===== config.mk =====
export PLATFORM = sky130hd
export DESIGN_NAME = lpl_fifo
export DESIGN_NICKNAME = d
export VERILOG_FILES = /design/src/design/lpl_pkg.sv /design/src/design/lpl_fifo.sv
export SDC_FILE = /design/constraint.sdc
export NUM_CORES = 1
export LEC_CHECK = 0
export BUFFER_PORTS_ARGS = -buffer_cell sky130_fd_sc_hd__buf_2
export CAP_MARGIN = 20
export CORE_MARGIN = 2
export CORE_UTILIZATION = 56
export DETAILED_ROUTE_END_ITERATION = 7
export PLACE_DENSITY = 0.88
export RECOVER_POWER = 50
export SYNTH_ARGS = -nofsm -noshare
export SYNTH_HDL_FRONTEND = slang
export SYNTH_SLANG_ARGS = --single-unit

===== constraint.sdc =====
create_clock -name clk_i -period 11 [get_ports clk_i]
set_input_delay 2.2 -clock clk_i [delete_from_list [all_inputs] [get_ports clk_i]]
set_output_delay 2.2 -clock clk_i [all_outputs]
set_load 0.05 [all_outputs]

===== src/design/lpl_pkg.sv =====
`default_nettype none
package lpl_pkg;

  typedef struct packed {
    logic signed [23:0] left_in;
    logic signed [23:0] right_in;
  } in_item_t;

  typedef struct packed {
    logic signed [23:0] left_out;
    logic signed [23:0] right_out;
    logic signed [15:0] gain_now_db;
  } out_item_t;

  // Classified item handed from the front part to the back part.
  typedef struct packed {
    logic signed [23:0] left;
    logic signed [23:0] right;
    logic [24:0]        peak;
  } job_t;

  typedef enum logic [2:0] {
    REG_CEILING   = 3'd0,
    REG_LOOKAHEAD = 3'd1,
    REG_RELEASE   = 3'd2,
    REG_MODE      = 3'd3,
    REG_SLOPE     = 3'd4,
    REG_GATE_TH   = 3'd5,
    REG_GATE_ATT  = 3'd6,
    REG_TP_EN     = 3'd7
  } reg_idx_e;

  typedef enum logic [1:0] {
    MODE_LIMIT = 2'd0,
    MODE_COMP  = 2'd1,
    MODE_GATE  = 2'd2,
    MODE_BYP   = 2'd3
  } mode_e;

  typedef struct packed {
    logic [22:0]        ceiling;
    logic [9:0]         lookahead_len;
    logic [15:0]        release_coeff;
    logic [1:0]         mode;
    logic [15:0]        comp_slope;
    logic [22:0]        gate_thresh;
    logic signed [15:0] gate_atten_db;
    logic               tp_en;
  } cfg_t;

  typedef enum logic [3:0] {
    BK_IDLE, BK_WRITE, BK_SCAN, BK_LOGP, BK_LOGC, BK_DB, BK_TGT, BK_REL,
    BK_LIN, BK_MUL, BK_OUT
  } bk_state_e;

  localparam logic [22:0] CEIL_MIN = 23'd8389;
  localparam logic [24:0] PEAK_MAX = 25'h1FFFFFF;
  localparam logic [15:0] LIMIT_SLOPE = 16'd64881;
  localparam logic [18:0] DB_PER_OCT = 19'd394566;
  localparam logic [13:0] OCT_PER_DB = 14'd10885;

  function automatic logic [16:0] log2_tab(input logic [4:0] i);
    case (i)
      5'd0: log2_tab = 17'd0;      5'd1: log2_tab = 17'd5732;
      5'd2: log2_tab = 17'd11136;  5'd3: log2_tab = 17'd16248;
      5'd4: log2_tab = 17'd21098;  5'd5: log2_tab = 17'd25711;
      5'd6: log2_tab = 17'd30109;  5'd7: log2_tab = 17'd34312;
      5'd8: log2_tab = 17'd38336;  5'd9: log2_tab = 17'd42196;
      5'd10: log2_tab = 17'd45904; 5'd11: log2_tab = 17'd49472;
      5'd12: log2_tab = 17'd52911; 5'd13: log2_tab = 17'd56229;
      5'd14: log2_tab = 17'd59434; 5'd15: log2_tab = 17'd62534;
      default: log2_tab = 17'd65536;
    endcase
  endfunction

  function automatic logic [16:0] exp2n_tab(input logic [4:0] i);
    case (i)
      5'd0: exp2n_tab = 17'd65536;  5'd1: exp2n_tab = 17'd62757;
      5'd2: exp2n_tab = 17'd60097;  5'd3: exp2n_tab = 17'd57549;
      5'd4: exp2n_tab = 17'd55109;  5'd5: exp2n_tab = 17'd52773;
      5'd6: exp2n_tab = 17'd50535;  5'd7: exp2n_tab = 17'd48392;
      5'd8: exp2n_tab = 17'd46341;  5'd9: exp2n_tab = 17'd44376;
      5'd10: exp2n_tab = 17'd42495; 5'd11: exp2n_tab = 17'd40693;
      5'd12: exp2n_tab = 17'd38968; 5'd13: exp2n_tab = 17'd37316;
      5'd14: exp2n_tab = 17'd35734; 5'd15: exp2n_tab = 17'd34219;
      default: exp2n_tab = 17'd32768;
    endcase
  endfunction

  // log2 of x (1 <= x < 2^25) in Q16, table with 12-bit interpolation.
  function automatic logic [20:0] log2_q16(input logic [24:0] x);
    logic [4:0]  e;
    logic [30:0] m;
    logic [3:0]  idx;
    logic [11:0] low;
    logic [16:0] t0;
    logic [16:0] t1;
    logic [29:0] pr;
    e = 5'd0;
    for (int k = 0; k < 25; k++) begin
      if (x[k]) e = 5'(k);
    end
    m = 31'({6'd0, x} << (5'd30 - e));
    idx = m[29:26];
    low = m[25:14];
    t0 = log2_tab({1'b0, idx});
    t1 = log2_tab({1'b0, idx} + 5'd1);
    pr = 30'(t1 - t0) * 30'(low) + 30'd2048;
    log2_q16 = {e, 16'd0} + 21'(t0) + 21'(pr[29:12]);
  endfunction

endpackage
`default_nettype wire


===== src/design/lpl_fifo.sv =====
`default_nettype none
// Two-entry queue between front and back.
module lpl_fifo (
  input  wire            clk_i,
  input  wire            rst_ni,
  input  wire            wr_valid_i,
  output logic           wr_ready_o,
  input  lpl_pkg::job_t  wr_data_i,
  output logic           rd_valid_o,
  input  wire            rd_ready_i,
  output lpl_pkg::job_t  rd_data_o
);
  import lpl_pkg::*;

  job_t       mem_q [2];
  logic       wp_q, rp_q;
  logic [1:0] cnt_q;
  logic       wr, rd;

  assign wr_ready_o = cnt_q != 2'd2;
  assign rd_valid_o = cnt_q != 2'd0;
  assign rd_data_o = mem_q[rp_q];
  assign wr = wr_valid_i && wr_ready_o;
  assign rd = rd_valid_o && rd_ready_i;

  always_ff @(posedge clk_i) begin
    if (wr) mem_q[wp_q] <= wr_data_i;
  end

  always_ff @(posedge clk_i or negedge rst_ni) begin
    if (!rst_ni) begin
      wp_q <= 1'b0;
      rp_q <= 1'b0;
      cnt_q <= 2'd0;
    end else begin
      if (wr) wp_q <= !wp_q;
      if (rd) rp_q <= !rp_q;
      cnt_q <= cnt_q + {1'b0, wr} - {1'b0, rd};
    end
  end

  a_no_overflow: assert property (@(posedge clk_i) disable iff (!rst_ni)
    cnt_q <= 2'd2) else $error("queue count out of range");
  a_ptr_cnt: assert property (@(posedge clk_i) disable iff (!rst_ni)
    (cnt_q == 2'd0 || cnt_q == 2'd2) |-> wp_q == rp_q) else $error("queue pointers");
  a_cnt_step: assert property (@(posedge clk_i) disable iff (!rst_ni)
    (wr && !rd) |=> cnt_q == $past(cnt_q) + 2'd1) else $error("queue count step");
endmodule
`default_nettype wire


* Word-level counts from Yosys, hierarchy flattened
Memory sizes are Yosys's and may differ from the RTL's.
Index checks and enable logic that the tools add are counted.
** Operators by class
- Equality and inequality tests :: 1
- Reduce and logical (&&, ||, !) cells :: 5
- Mux-type cells :: 2
- Add/subtract/negate cells :: 2
** Operator list (count)
- 2-bit by 1-bit adder with 2-bit output :: 1
- 1-bit logical AND :: 2
- 1-bit zero test :: 2
- 1-bit 2-to-1 mux :: 2
- 2-bit inequality test, second input constant :: 1
- 2-bit nonzero test :: 1
- 2-bit by 1-bit subtractor with 2-bit output :: 1
** Word-level totals
- Bits in writable memories :: 146
- Word-level logic and storage cells :: 14
- Bits of input ports :: 77
- Register bits after elaboration :: 4
- Memories :: 1
- Output and inout bits :: 75
** Memory list
- mem_q :: depth 2, width 73, read ports 1, clocked after Yosys merged registers in 0, write ports 1, line lpl_fifo.sv:15 : job_t mem_q [2];

* Longest topological paths before layout
- Depth after elaboration :: 4
- Depth in mapped cells :: 5
- Mapped depth without buffers :: 5

* Worst setup path before layout
OpenSTA, ideal clock, no wires.
- Path type :: input -> register
- Start point :: input wr_valid_i
- End point :: memory mem_q[0][0] in the netlist's numbering, enable pin
- Data required time :: 10.495 ns
- Data arrival time :: 5.343 ns
- Cell stages on the path :: 2
- Setup slack :: 5.152 ns
- Library setup time :: 0.505 ns
- Path buffers :: 0
- Cell sequence :: nand2_1 -> nor2_1
** Between the ends
- Cells in the longest elaborated chain, start to end :: 3
** RTL lines
- start: declaration :: line lpl_fifo.sv:6 : input wire wr_valid_i,
- 1-bit logical AND :: line lpl_fifo.sv:23 : assign wr = wr_valid_i && wr_ready_o;
- 1-bit 2-to-1 mux :: line lpl_fifo.sv:27 : if (wr) mem_q[wp_q] <= wr_data_i;
- 1-bit 2-to-1 mux (not written as such) :: line lpl_fifo.sv:27
- end: declaration :: line lpl_fifo.sv:15
Every way passes these cells.

* Worst setup path after layout
- Start point :: input wr_valid_i
- End point :: memory mem_q[1][59] in the netlist's numbering, enable pin
Same word-level chain as after synthesis.

==> metrics.yaml <==
status: "finished, violations left"
violations: "capacitance limit, slew limit"
ant_nets: 0
wirelength_um: 9630
ys.warnings.count: 0
ys_ff_latch: 150
cpPeakStageDelay_ns: 2.51
slew_viol_final: 74
coreArea_mm2: 0.00964
clk_pin_slew_worst_paths_ns: 0.06
first_iter_violations: 141
fin_crit_ns: 4.95
worstSetupStartpointType: "input port"
synth.avg_cell_area_um2: 22.1
p_total_mw: 2.30
reg2reg_slack_ns: 7.37
wire_per_inst_um: 17.2
multiInputGateArea_um2: 951
antenna_found_initial: 1
crit_fanout: 73
worst_setup_path_end_kind: "register"
seq_area_mm2: 0.00449
numPortBuffers: 151
min_path_type: "register to register"
fin_util_pct: 71.9
powerDensity_mw_per_mm2: 332
fillers: 655
grt.total_usage_pct: 17.9
crit_slowest_cell: "and3_1"
synth_area_leaders: "edfxtp_1, mux2_2, dfrtp_1"
layout-drive-gt1-share_pct: 51.3
fin_skew_ns: 0.00516
critical_path.top_delay_family: "simple AND/OR/NAND/NOR gates"
firstDrtPassIters: 4
cap_violations: 1
synth.distinct_cells: 19
final_common_cell: "edfxtp_1"
vias_per_cell: 5.13
cts_setup_buffers: 0
grt_pass1_vias: 2864
start_util_pct: 57.2
synth_top_cell_area_share_pct: 79.6
clock_path_buffers: 2
worstSetupPathType: "input port to register"
clkLatencyLatePin_ns: 0.51
hold_viol_final: 0
seq_area_frac_synth_pct: 81.4
ctsResizeCount: 0
synth.net_count: 327
power_leakage_nw: 2.52
worstPathCellList: "clkbuf_1, and3_1"
grt_pass1_wl_um: 13600
placed_cells: 526
finalSetupTns_ns: 0
cts_tree: "done"
hold_buffers: 0
final_cells: 559
critical_path_buf_inv_count: 1
ioPinCount: 152
grt_overflow: 0
grt_max_degree: 75
max_freq_mhz: 202
nets: 490
root_buffer: "clkbuf_8"
mostFrequentLayoutCells: "edfxtp_1, buf_2, mux2_2"
rows: 36
die_y_um: 103
setup_ws_ns: 6.05
crit_arrival_ns: 5.00
rsz0062_at_grt: "no"
relSlewSlack_pct: -126
finalCritPeriodShare_pct: 45.0
route.detailed.drc: 0
tightest_slew_ns: 3.39
synth_cells: 249
syn2layout_area_growth_pct: 25.7
numCtsBuffers: 17
syn-cell-area_mm2: 0.00551
htree_levels: 4
dp_slack_ns: 7.07
post-dp-hpwl_um: 6030
cts_sinks: 150
fp.dieArea_mm2: 0.0106
vias: 2865
crit_required_ns: 11.05
gp_congestion: 0.713
setup_violations: 0
synth_top_cell_by_area: "edfxtp_1"
ir_drop_uv: 241
die_w_um: 103
==> layer usage <==
metal / global-route usage (%) / vias up / part of all wire [%]
met1: 20.4 / 1413 / 39
met5: 0 / - / 0
li1: - / 1331 / -
met3: 6.92 / 16 / 6.9
met4: 7.59 / 0 / 1.7
met2: 30.4 / 105 / 52
==> cell usage after synthesis <==
cell / instances
a311oi_1: 1
and3_2: 1
buf_2: 1
buf_4: 1
buf_6: 6
dfrtp_1: 4
edfxtp_1: 146
ha_1: 1
mux2_2: 73
nand2_1: 2
nand2b_1: 1
nand3_1: 1
nor2_1: 3
nor2b_1: 1
nor4bb_1: 1
o21ai_0: 1
o21ba_2: 1
or2_2: 1
xnor2_1: 3
==> metrics by stage <==
stage	hold slack, ns	area (um^2)
floorplan	0.460	5510
CTS	0.592	6980
global placement	0.536	6370
detailed placement	0.583	6370
finish	0.583	6930
global route	0.592	6920
==> registers in the layout, indices dropped and copies added (netlist names) <==
register,count
cnt_q,2
wp_q,1
rp_q,1
mem_q,146
==> report_power, final <==
| part | internal (mW) | switching [mW] |
|---|---|---|
| clock network | 0.368 | 0.213 |
| registers | 0.791 | 0.0860 |
| logic | 0.234 | 0.610 |
| total | 1.39 | 0.908 |
==> cell type report <==
cell class              instances  share of cell area [%]
flip-flops and latches        150                    64.8
multi-input cells              91                    13.7
repair buffers                152                    10.3
clock buffers                  20                    6.14
clock inverters                12                    2.58
well taps                     133                    2.40
diodes                          1                  0.0361
==> final timing paths <==
path	cells after the start	startpoint	end
max	2	wr_valid_i	mem_q[1][59]
min	1	wp_q	wp_q
max reg2reg	2	cnt_q[0]	mem_q[1][59]
min reg2reg	1	wp_q	wp_q
max in group asynchronous	1	rst_ni	rp_q
min in group asynchronous	1	rst_ni	wp_q
==> cell families (layout without fill, tap and decap cells) <==
| family | count (synthesis) | count (layout) | synth area share, % |
|---|---|---|---|
| AOI/OAI and AO/OA | 3 | 3 | 0.431 |
| xor gates and xnor gates | 3 | 3 | 0.477 |
| adders and majority gates | 1 | 1 | 0.227 |
| buffers and inverters | 8 | 184 | 1.45 |
| DFF | 150 | 150 | 81.4 |
| muxes | 73 | 73 | 14.9 |
| other | 0 | 1 | 0 |
| and+or+nand+nor | 11 | 11 | 1.09 |
No activity file was read; power rests on OpenSTA's default activity.
