==> config.mk <==
export PLATFORM = sky130hd
export DESIGN_NAME = lpl_front
export DESIGN_NICKNAME = d
export VERILOG_FILES = /design/src/design/lpl_pkg.sv /design/src/design/lpl_front.sv
export SDC_FILE = /design/constraint.sdc
export NUM_CORES = 2
export LEC_CHECK = 0
export BUFFER_PORTS_ARGS = -buffer_cell sky130_fd_sc_hd__buf_2
export CAP_MARGIN = 15
export CORE_MARGIN = 5
export CORE_UTILIZATION = 45
export CTS_CLUSTER_DIAMETER = 50
export DETAILED_ROUTE_END_ITERATION = 6
export HOLD_SLACK_MARGIN = 0.06
export MAX_ROUTING_LAYER = met4
export PLACE_DENSITY = 0.7
export SETUP_SLACK_MARGIN = 0.1
export SLEW_MARGIN = 20
export SYNTH_ARGS = -nofsm -noshare
export SYNTH_HDL_FRONTEND = slang
export SYNTH_SLANG_ARGS = --single-unit
==> constraint.sdc <==
create_clock -name clk_i -period 18.8 [get_ports clk_i]
set_clock_uncertainty 0.1 [all_clocks]
set_input_delay 0 -clock clk_i [delete_from_list [all_inputs] [get_ports clk_i]]
set_output_delay 0 -clock clk_i [all_outputs]
set_load 0.01 [all_outputs]
==> src/design/lpl_pkg.sv <==
`default_nettype none
package lpl_pkg;

  typedef struct packed {
    logic signed [23:0] left_in;
    logic signed [23:0] right_in;
  } in_item_t;

  typedef struct packed {
    logic signed [23:0] left_out;
    logic signed [23:0] right_out;
    logic signed [15:0] gain_now_db;
  } out_item_t;

  // Classified item handed from the front part to the back part.
  typedef struct packed {
    logic signed [23:0] left;
    logic signed [23:0] right;
    logic [24:0]        peak;
  } job_t;

  typedef enum logic [2:0] {
    REG_CEILING   = 3'd0,
    REG_LOOKAHEAD = 3'd1,
    REG_RELEASE   = 3'd2,
    REG_MODE      = 3'd3,
    REG_SLOPE     = 3'd4,
    REG_GATE_TH   = 3'd5,
    REG_GATE_ATT  = 3'd6,
    REG_TP_EN     = 3'd7
  } reg_idx_e;

  typedef enum logic [1:0] {
    MODE_LIMIT = 2'd0,
    MODE_COMP  = 2'd1,
    MODE_GATE  = 2'd2,
    MODE_BYP   = 2'd3
  } mode_e;

  typedef struct packed {
    logic [22:0]        ceiling;
    logic [9:0]         lookahead_len;
    logic [15:0]        release_coeff;
    logic [1:0]         mode;
    logic [15:0]        comp_slope;
    logic [22:0]        gate_thresh;
    logic signed [15:0] gate_atten_db;
    logic               tp_en;
  } cfg_t;

  typedef enum logic [3:0] {
    BK_IDLE, BK_WRITE, BK_SCAN, BK_LOGP, BK_LOGC, BK_DB, BK_TGT, BK_REL,
    BK_LIN, BK_MUL, BK_OUT
  } bk_state_e;

  localparam logic [22:0] CEIL_MIN = 23'd8389;
  localparam logic [24:0] PEAK_MAX = 25'h1FFFFFF;
  localparam logic [15:0] LIMIT_SLOPE = 16'd64881;
  localparam logic [18:0] DB_PER_OCT = 19'd394566;
  localparam logic [13:0] OCT_PER_DB = 14'd10885;

  function automatic logic [16:0] log2_tab(input logic [4:0] i);
    case (i)
      5'd0: log2_tab = 17'd0;      5'd1: log2_tab = 17'd5732;
      5'd2: log2_tab = 17'd11136;  5'd3: log2_tab = 17'd16248;
      5'd4: log2_tab = 17'd21098;  5'd5: log2_tab = 17'd25711;
      5'd6: log2_tab = 17'd30109;  5'd7: log2_tab = 17'd34312;
      5'd8: log2_tab = 17'd38336;  5'd9: log2_tab = 17'd42196;
      5'd10: log2_tab = 17'd45904; 5'd11: log2_tab = 17'd49472;
      5'd12: log2_tab = 17'd52911; 5'd13: log2_tab = 17'd56229;
      5'd14: log2_tab = 17'd59434; 5'd15: log2_tab = 17'd62534;
      default: log2_tab = 17'd65536;
    endcase
  endfunction

  function automatic logic [16:0] exp2n_tab(input logic [4:0] i);
    case (i)
      5'd0: exp2n_tab = 17'd65536;  5'd1: exp2n_tab = 17'd62757;
      5'd2: exp2n_tab = 17'd60097;  5'd3: exp2n_tab = 17'd57549;
      5'd4: exp2n_tab = 17'd55109;  5'd5: exp2n_tab = 17'd52773;
      5'd6: exp2n_tab = 17'd50535;  5'd7: exp2n_tab = 17'd48392;
      5'd8: exp2n_tab = 17'd46341;  5'd9: exp2n_tab = 17'd44376;
      5'd10: exp2n_tab = 17'd42495; 5'd11: exp2n_tab = 17'd40693;
      5'd12: exp2n_tab = 17'd38968; 5'd13: exp2n_tab = 17'd37316;
      5'd14: exp2n_tab = 17'd35734; 5'd15: exp2n_tab = 17'd34219;
      default: exp2n_tab = 17'd32768;
    endcase
  endfunction

  // log2 of x (1 <= x < 2^25) in Q16, table with 12-bit interpolation.
  function automatic logic [20:0] log2_q16(input logic [24:0] x);
    logic [4:0]  e;
    logic [30:0] m;
    logic [3:0]  idx;
    logic [11:0] low;
    logic [16:0] t0;
    logic [16:0] t1;
    logic [29:0] pr;
    e = 5'd0;
    for (int k = 0; k < 25; k++) begin
      if (x[k]) e = 5'(k);
    end
    m = 31'({6'd0, x} << (5'd30 - e));
    idx = m[29:26];
    low = m[25:14];
    t0 = log2_tab({1'b0, idx});
    t1 = log2_tab({1'b0, idx} + 5'd1);
    pr = 30'(t1 - t0) * 30'(low) + 30'd2048;
    log2_q16 = {e, 16'd0} + 21'(t0) + 21'(pr[29:12]);
  endfunction

endpackage
`default_nettype wire

==> src/design/lpl_front.sv <==
`default_nettype none
// Front part: computes the peak of each pair (magnitude or true peak) and
// pushes a job into the queue.
module lpl_front (
  input  wire              clk_i,
  input  wire              rst_ni,
  input  wire              tp_en_i,
  input  wire              in_valid_i,
  output logic             in_ready_o,
  input  lpl_pkg::in_item_t in_data_i,
  output logic             job_valid_o,
  input  wire              job_ready_i,
  output lpl_pkg::job_t    job_o
);
  import lpl_pkg::*;

  logic signed [23:0] hl_q [3];
  logic signed [23:0] hr_q [3];
  logic               busy_q;
  logic [1:0]         k_q;
  logic [24:0]        pl_q, pr_q;
  in_item_t           cur_q;
  logic               done_q;

  // One interpolation point per cycle for both channels.
  function automatic logic [25:0] tp_point(input logic signed [23:0] h0,
                                           input logic signed [23:0] h1,
                                           input logic signed [23:0] h2,
                                           input logic signed [23:0] h3,
                                           input logic [1:0] k);
    logic signed [35:0] a, b, c, v;
    logic signed [35:0] kk;
    kk = 36'(k);
    a = 36'(h2) - 36'(h0);
    b = 36'(h0) * 2 - 36'(h1) * 5 + 36'(h2) * 4 - 36'(h3);
    c = -36'(h0) + 36'(h1) * 3 - 36'(h2) * 3 + 36'(h3);
    v = 36'(h1) * 128 + a * (kk * 16) + b * (kk * kk * 4) + c * (kk * kk * kk);
    if (v < 0) v = -v;
    v = v + 36'sd64;
    tp_point = 26'(v >>> 7);
  endfunction

  function automatic logic [24:0] mag(input logic signed [23:0] x);
    mag = x[23] ? 25'(-{x[23], x}) : 25'(x);
  endfunction

  function automatic logic [24:0] sat_max(input logic [24:0] p, input logic [25:0] v);
    if (v > 26'(PEAK_MAX)) sat_max = PEAK_MAX;
    else if (25'(v) > p) sat_max = 25'(v);
    else sat_max = p;
  endfunction

  logic [25:0] vl, vr;
  assign vl = tp_point(hl_q[0], hl_q[1], hl_q[2], cur_q.left_in, k_q);
  assign vr = tp_point(hr_q[0], hr_q[1], hr_q[2], cur_q.right_in, k_q);

  assign in_ready_o = !busy_q && !done_q;
  assign job_valid_o = done_q;
  assign job_o.left = cur_q.left_in;
  assign job_o.right = cur_q.right_in;
  assign job_o.peak = (pl_q > pr_q) ? pl_q : pr_q;

  always_ff @(posedge clk_i or negedge rst_ni) begin
    if (!rst_ni) begin
      busy_q <= 1'b0;
      done_q <= 1'b0;
      k_q <= 2'd0;
      for (int i = 0; i < 3; i++) begin
        hl_q[i] <= '0;
        hr_q[i] <= '0;
      end
    end else begin
      if (in_valid_i && in_ready_o) begin
        cur_q <= in_data_i;
        if (tp_en_i) begin
          busy_q <= 1'b1;
          k_q <= 2'd1;
          pl_q <= (mag(hl_q[1]) > mag(hl_q[2])) ? mag(hl_q[1]) : mag(hl_q[2]);
          pr_q <= (mag(hr_q[1]) > mag(hr_q[2])) ? mag(hr_q[1]) : mag(hr_q[2]);
        end else begin
          pl_q <= mag(in_data_i.left_in);
          pr_q <= mag(in_data_i.right_in);
          done_q <= 1'b1;
        end
      end
      if (busy_q) begin
        pl_q <= sat_max(pl_q, vl);
        pr_q <= sat_max(pr_q, vr);
        if (k_q == 2'd3) begin
          busy_q <= 1'b0;
          done_q <= 1'b1;
          hl_q[0] <= hl_q[1]; hl_q[1] <= hl_q[2]; hl_q[2] <= cur_q.left_in;
          hr_q[0] <= hr_q[1]; hr_q[1] <= hr_q[2]; hr_q[2] <= cur_q.right_in;
        end
        k_q <= k_q + 2'd1;
      end
      if (done_q && job_ready_i) done_q <= 1'b0;
    end
  end

  a_ready_idle: assert property (@(posedge clk_i) disable iff (!rst_ni)
    in_ready_o |-> !busy_q) else $error("front ready while busy");
  a_done_not_busy: assert property (@(posedge clk_i) disable iff (!rst_ni)
    !(busy_q && done_q)) else $error("front busy and done");
  a_k_range: assert property (@(posedge clk_i) disable iff (!rst_ni)
    busy_q |-> k_q != 2'd0) else $error("front step index zero");
endmodule
`default_nettype wire

# ---- Word level (Yosys, flattened, before mapping)
# Index checks and enable logic that the tools add are counted.
dict set report word_totals {
  ff_bits 246
  inputBits 53
  wordCells 117
}
dict set report op_classes {
  eq_ne 3
  n_mul 14
  n_addsub 33
  n_reduce_logical 12
  order_cmp 9
  mux 33
}
# operator count
set ops {}
lappend ops {{$mux W25} 19}
lappend ops {{$neg A25 Y25} 6}
lappend ops {{$gt A25 B25 Y1} 5}
lappend ops {{$mul A24 B3 Y27 const B} 4}
lappend ops {{$add A33 B36 Y36} 2}
lappend ops {{$add A36 B24 Y36} 2}
lappend ops {{$add A36 B27 Y36} 2}
lappend ops {{$add A36 B36 Y36} 2}
lappend ops {{$lt A36 B1 Y1 const B} 2}
lappend ops {{$neg A24 Y36} 2}
lappend ops {{$sub A36 B27 Y36} 2}
lappend ops {{$mul A31 B5 Y34} 2}
lappend ops {{$add A31 B32 Y33} 2}
lappend ops {{$add A33 B8 Y33 const B} 2}
lappend ops {{$mux W33} 2}
lappend ops {{$neg A33 Y33} 2}
lappend ops {{$sub A30 B24 Y31} 2}
lappend ops {{$add A29 B26 Y30} 2}
lappend ops {{$sub A25 B28 Y29} 2}
lappend ops {{$mul A24 B4 Y28 const B} 2}
lappend ops {{$mul A25 B3 Y28} 2}
lappend ops {{$gt A26 B25 Y1 const B} 2}
lappend ops {{$sub A24 B24 Y25} 2}
lappend ops {{$mul A36 B36 Y36} 1}
lappend ops {{other kinds (13)} 31}

# ---- Depth between registers and ports, before layout
dict set report logic_depth {
  depth_word 14
  depth_mapped 75
  depth_no_buf 73
}

# ---- Worst setup path after synthesis
# No wires, ideal clock.
dict set report synth_path {
  path_kind {reg-to-reg}
  startpoint {register hr_q[24] in the netlist's numbering}
  endpoint {register pr_q[0] (enable)}
  period_less_slack_ns 15.644
  t_required_ns 18.246
  setup_ns 0.454
  t_arrival_ns 15.090
  path_stages_with_launch 66
  setup_slack_ns 3.156
  path_buffers 3
  path_cell_list {dfrtp_1 ha_1 fa_1 inv_1 fa_1 inv_1 fa_1 inv_1 ha_1 a21o_1 a21oi_1 o21bai_1 a21oi_1 o21bai_1 a21oi_1 o21ai_0 a21oi_1 o21bai_1 [... 30 more ...] xnor2_1 ha_1 nand3_1 nor3_1 nand2_1 nor2_1 nand4_1 mux2i_2 o21bai_1 o21a_1 a31oi_1 xor2_1 ha_1 nand4_1 o21a_1 o21ai_0 o41ai_1 a311oi_1}
}
dict set report synth_between {
  elab_chain_len 13
  word_cells_on_any_way 21
  cone_classes {add/sub: 11; mul: 4; order compare: 3; eq/ne: 1; mux: 1; reduce/logical: 1}
}
# element line_no
set synth_rtl {}
lappend synth_rtl {{from (decl)} lpl_front.sv:18} ;# logic signed [23:0] hr_q [3];
lappend synth_rtl {{$mul A24 B4 Y28} lpl_front.sv:35} ;# b = 36'(h0) * 2 - 36'(h1) * 5 + 36'(h2) * 4 - 36'(h3);
lappend synth_rtl {{$sub A25 B28 Y29} lpl_front.sv:35}
lappend synth_rtl {{$add A29 B26 Y30} lpl_front.sv:35}
lappend synth_rtl {{$sub A30 B24 Y31} lpl_front.sv:35}
lappend synth_rtl {{$mul A31 B5 Y34} lpl_front.sv:37} ;# v = 36'(h1) * 128 + a * (kk * 16) + b * (kk * kk * 4) + c * (kk * kk * kk);
lappend synth_rtl {{$add A33 B36 Y36} lpl_front.sv:37}
lappend synth_rtl {{$add A36 B36 Y36 (*)} lpl_front.sv:37}
lappend synth_rtl {{$neg A33 Y33 / $lt A36 B1 Y1 (equally long branches)} lpl_front.sv:38} ;# if (v < 0) v = -v;
lappend synth_rtl {{$mux W33 (*)} lpl_front.sv:38}
lappend synth_rtl {{$add A33 B8 Y33 (*)} lpl_front.sv:39} ;# v = v + 36'sd64;
lappend synth_rtl {{$gt A26 B25 Y1 / $gt A25 B25 Y1 (equally long branches)} {lpl_front.sv:48, lpl_front.sv:49}}
lappend synth_rtl {{$ne A3 B1 Y1 (no line) (*)} --}
lappend synth_rtl {{$reduce_and A3 Y1 (no line) (*)} --}
lappend synth_rtl {{to (signal assigned)} lpl_front.sv:79} ;# pr_q <= (mag(hr_q[1]) > mag(hr_q[2])) ? mag(hr_q[1]) : mag(hr_q[2]);
lappend synth_rtl {{to (signal assigned)} lpl_front.sv:82} ;# pr_q <= mag(in_data_i.right_in);
lappend synth_rtl {{to (signal assigned)} lpl_front.sv:88} ;# pr_q <= sat_max(pr_q, vr);
lappend synth_rtl {{to (decl)} lpl_front.sv:21} ;# logic [24:0] pl_q, pr_q;
# Mark *: on every way between the ends. The rest lies on a longest branch, timed or not.
# A chain may end at the register's enable or synchronous reset.

# ---- Worst setup path in the final report
dict set report layout_path {
  startpoint {register hr_q[0] in the netlist's numbering}
  endpoint {register pr_q[20] (enable)}
}
dict set report layout_between {
  elab_chain_len 11
  word_cells_on_any_way 20
  cone_classes {add/sub: 10; mul: 4; order compare: 3; eq/ne: 1; mux: 1; reduce/logical: 1}
}
# element line_no
set layout_rtl {}
lappend layout_rtl {{$mul A24 B3 Y27 (tied with other cells)} lpl_front.sv:36} ;# c = -36'(h0) + 36'(h1) * 3 - 36'(h2) * 3 + 36'(h3);
lappend layout_rtl {{$sub A36 B27 Y36 (tied with other cells)} lpl_front.sv:36}
lappend layout_rtl {{$add A36 B24 Y36 (tied with other cells)} lpl_front.sv:36}
lappend layout_rtl {{$mul A36 B7 Y36 / $add A33 B36 Y36 (equally long branches)} lpl_front.sv:37}
lappend layout_rtl {{$add A36 B36 Y36 (*)} lpl_front.sv:37}
lappend layout_rtl {{$neg A33 Y33 / $lt A36 B1 Y1 (equally long branches)} lpl_front.sv:38}
lappend layout_rtl {{$mux W33 (*)} lpl_front.sv:38}
lappend layout_rtl {{$add A33 B8 Y33 (*)} lpl_front.sv:39}
lappend layout_rtl {{$gt A26 B25 Y1 / $gt A25 B25 Y1 (equally long branches)} {lpl_front.sv:48, lpl_front.sv:49}}
lappend layout_rtl {{$ne A3 B1 Y1 (no line) (*)} --}
lappend layout_rtl {{$reduce_and A3 Y1 (no line) (*)} --}
# Marked as above.

==> reports/metrics.cfg <==
[grt]
grt_usage_pct=26.6
grt_pass1_vias=53300
grt_pass1_wl_um=309000
grt_max_degree=111
grt_antenna_before_repair=5
grt.overflow.total=0

[floorplan]
rows=140
die-area_mm2=0.153
initial_utilization_pct=45.1
io_pins=128
die_y_um=391
core_region_area_mm2=0.145
die_w_um=391

[layout]
final_cell_mix=1354 x inv_1, 991 x ha_1, 836 x fa_1, 526 x and2_1, 477 x nand2_1
drive_above_1_share_pct=5.23
finalNetCount=9401
fillCellCount=13600
area_growth_pct=7.59
final_common_cell=inv_1

[min_path]
hold_path.class=in -> reg

[detailed_routing]
ant_nets=0
avgViaCountPerCell=5.54
detail_route.wl_per_cell_um=20.9
drt_wl_total_um=198000
vias=52400
firstDrtPassIters=6
drcViolationCount=0
detail_route.iter0.violations=3988

[worst_setup_path]
end_kind=flip-flop
critPathRequiredTime_ns=18.98
slowest_stage=a311oi_4
slowest_delay_ns=0.71
reg2reg_slack_ns=2.03
critPathLaunchType=flip-flop
crit_top_cell=a21oi_1
cp.arrival_ns=16.95
cp_max_fo=37
worstSetupPathType=reg -> reg

[place]
place_congestion=0.992
port_buffers=127
dp_hpwl_um=166000

[logic_synthesis]
postSynthAreaPerCell_um2=8.85
yosys_warnings=0
synth_area_mm2=0.0655
ys.flop_type=dfrtp_1
synth-seq-cells=246
yosysUniqueCellTypes=100
async_reset_ff_share_pct=60.2
synth_nets=9281
synth-edff-count=98
syn_inst=7396
yosysSeqAreaShare_pct=10.2

[clock_network]
cts.sinks=246
cts_tree=yes
cts_buffer_depth=3
insertion_delay_ns=0.61
path_clk_slew_ns=0.06
cts_resized=0
cts_htree_levels=2
cts-root-buf=clkbuf_16
numCtsBuffers=40

[timing]
slew_viol_final=0
setup_viol=0
rsz0062_at_grt=false
tightest_slew_ns=1.10
finalCritPeriodShare_pct=89.2
slew_headroom_pct=26.5
period_minus_slack_ns=16.77
max_freq_ghz=0.0596
timing_hold_violations_final=0
tns_ns=0

[run]
cap_viol_max_count=0

[run_status]
status=finished clean

-- cells in the mapped netlist, drive strengths merged (15+ instances only) --
library cell,count,share of area (%)
a31oi,30,0.31
nand4,48,0.47
mux2,54,0.93
clkbuf,155,0.89
a211o,20,0.27
or4,19,0.22
xnor2,347,4.7
nand2b,53,0.51
fa,836,26
o211ai,25,0.29
nor3,88,0.68
or3,35,0.35
o21ai,322,2.5
dfrtp,148,5.7
inv,1357,7.8
o21bai,54,0.62
mux2i,80,1.3
a211oi,40,0.48
nor2,331,1.9
buf,20,0.18
o21a,79,0.91
nand3,83,0.65
nor2b,73,0.70
or2,40,0.38
a21o,143,1.6
and2,530,5.1
edfxtp,98,4.5
xor2,144,1.9
nand2,479,2.8
o41a,17,0.29
nor4,28,0.29
ha,996,19
and3,49,0.47
a311o,16,0.24
o31ai,33,0.38
a21oi,319,2.4
a21boi,16,0.18
nor3b,15,0.17
-- path summary, 6_finish.rpt --
kind                                       from              endpoint  cells after the start
max                         hr_q[0]$_DFFE_PN0P_    pr_q[20]$_DFFE_PP_                     71
min reg2reg                hr_q[68]$_DFFE_PN0P_  hr_q[68]$_DFFE_PN0P_                      2
min                               in_data_i[11]   job_o[36]$_DFFE_PP_                      2
max reg2reg                 hr_q[0]$_DFFE_PN0P_    pr_q[20]$_DFFE_PP_                     71
max in group asynchronous                rst_ni  hl_q[28]$_DFFE_PN0P_                      5
min in group asynchronous                rst_ni    k_q[0]$_DFFE_PN0P_                      4
-- what timing repair did --
action,CTS,global route
hold endpoints to repair,172,0
setup buffers,0,0
hold buffers,80,0
-- state kept, by name, indices dropped and copies added (netlist names) --
register     flops
job_o           48
pl_q            25
busy_q           1
hr_q            72
hl_q            72
job_valid_o      1
pr_q            25
k_q              2
-- worst max-delay path: cells and delay by family, from the launching register on --
kind                       cells  cell delay (ns)
and+or+nand+nor               14             2.30
muxes                          1             0.35
DFF                            1             0.44
buffers and inverters          7             1.46
xor gates and xnor gates       4             1.14
adders and majority gates     12             4.48
AOI/OAI and AO/OA             33             6.11
-- layer usage --
metal	GRT usage, %	share of wire (%)	vias to the layer above
li1	-	-	24500
met1	37.2	45	25900
met2	39.6	43	1711
met3	4.54	7.7	277
met4	8.05	3.5	0
met5	-	0	-
-- cell families after synthesis --
family	synth area share, %
AO/OA/AOI/OAI	12.4
XOR/XNOR	6.68
adder cells (fa/ha/maj)	44.6
buffers and inverters	8.84
flip-flops	10.2
multiplexers	2.19
AND/OR/NAND/NOR	15.1
-- stage by stage --
step	setup slack, ns	hold WS [ns]	utilization [%]	cells	instance area, µm²
6_report	2.03	0.102	48.5	9467	70400
5_1_grt	0.822	0.0823	48.5	9467	70400
2_1_floorplan	3.16	-0.396	-	7396	65500
3_3_place_gp	2.64	-0.167	47.0	9310	68300
3_5_place_dp	2.31	-0.164	47.0	9310	68300
4_1_cts	2.25	0.0617	48.5	9464	70400
-- area by class of cell --
class	instances	area (µm²)	area share, %
diodes	2	5.00	0.00710
clock inverters	23	239	0.339
inverters	1357	5090	7.23
repair buffers	253	1830	2.60
flip-flops and latches	246	6650	9.45
multi-input cells	5618	53100	75.4
well taps	1917	2400	3.40
clock buffers	51	1080	1.54
Power is not shown: default switching activity piles up to over one toggle a cycle in this logic, so the estimate is an artifact.
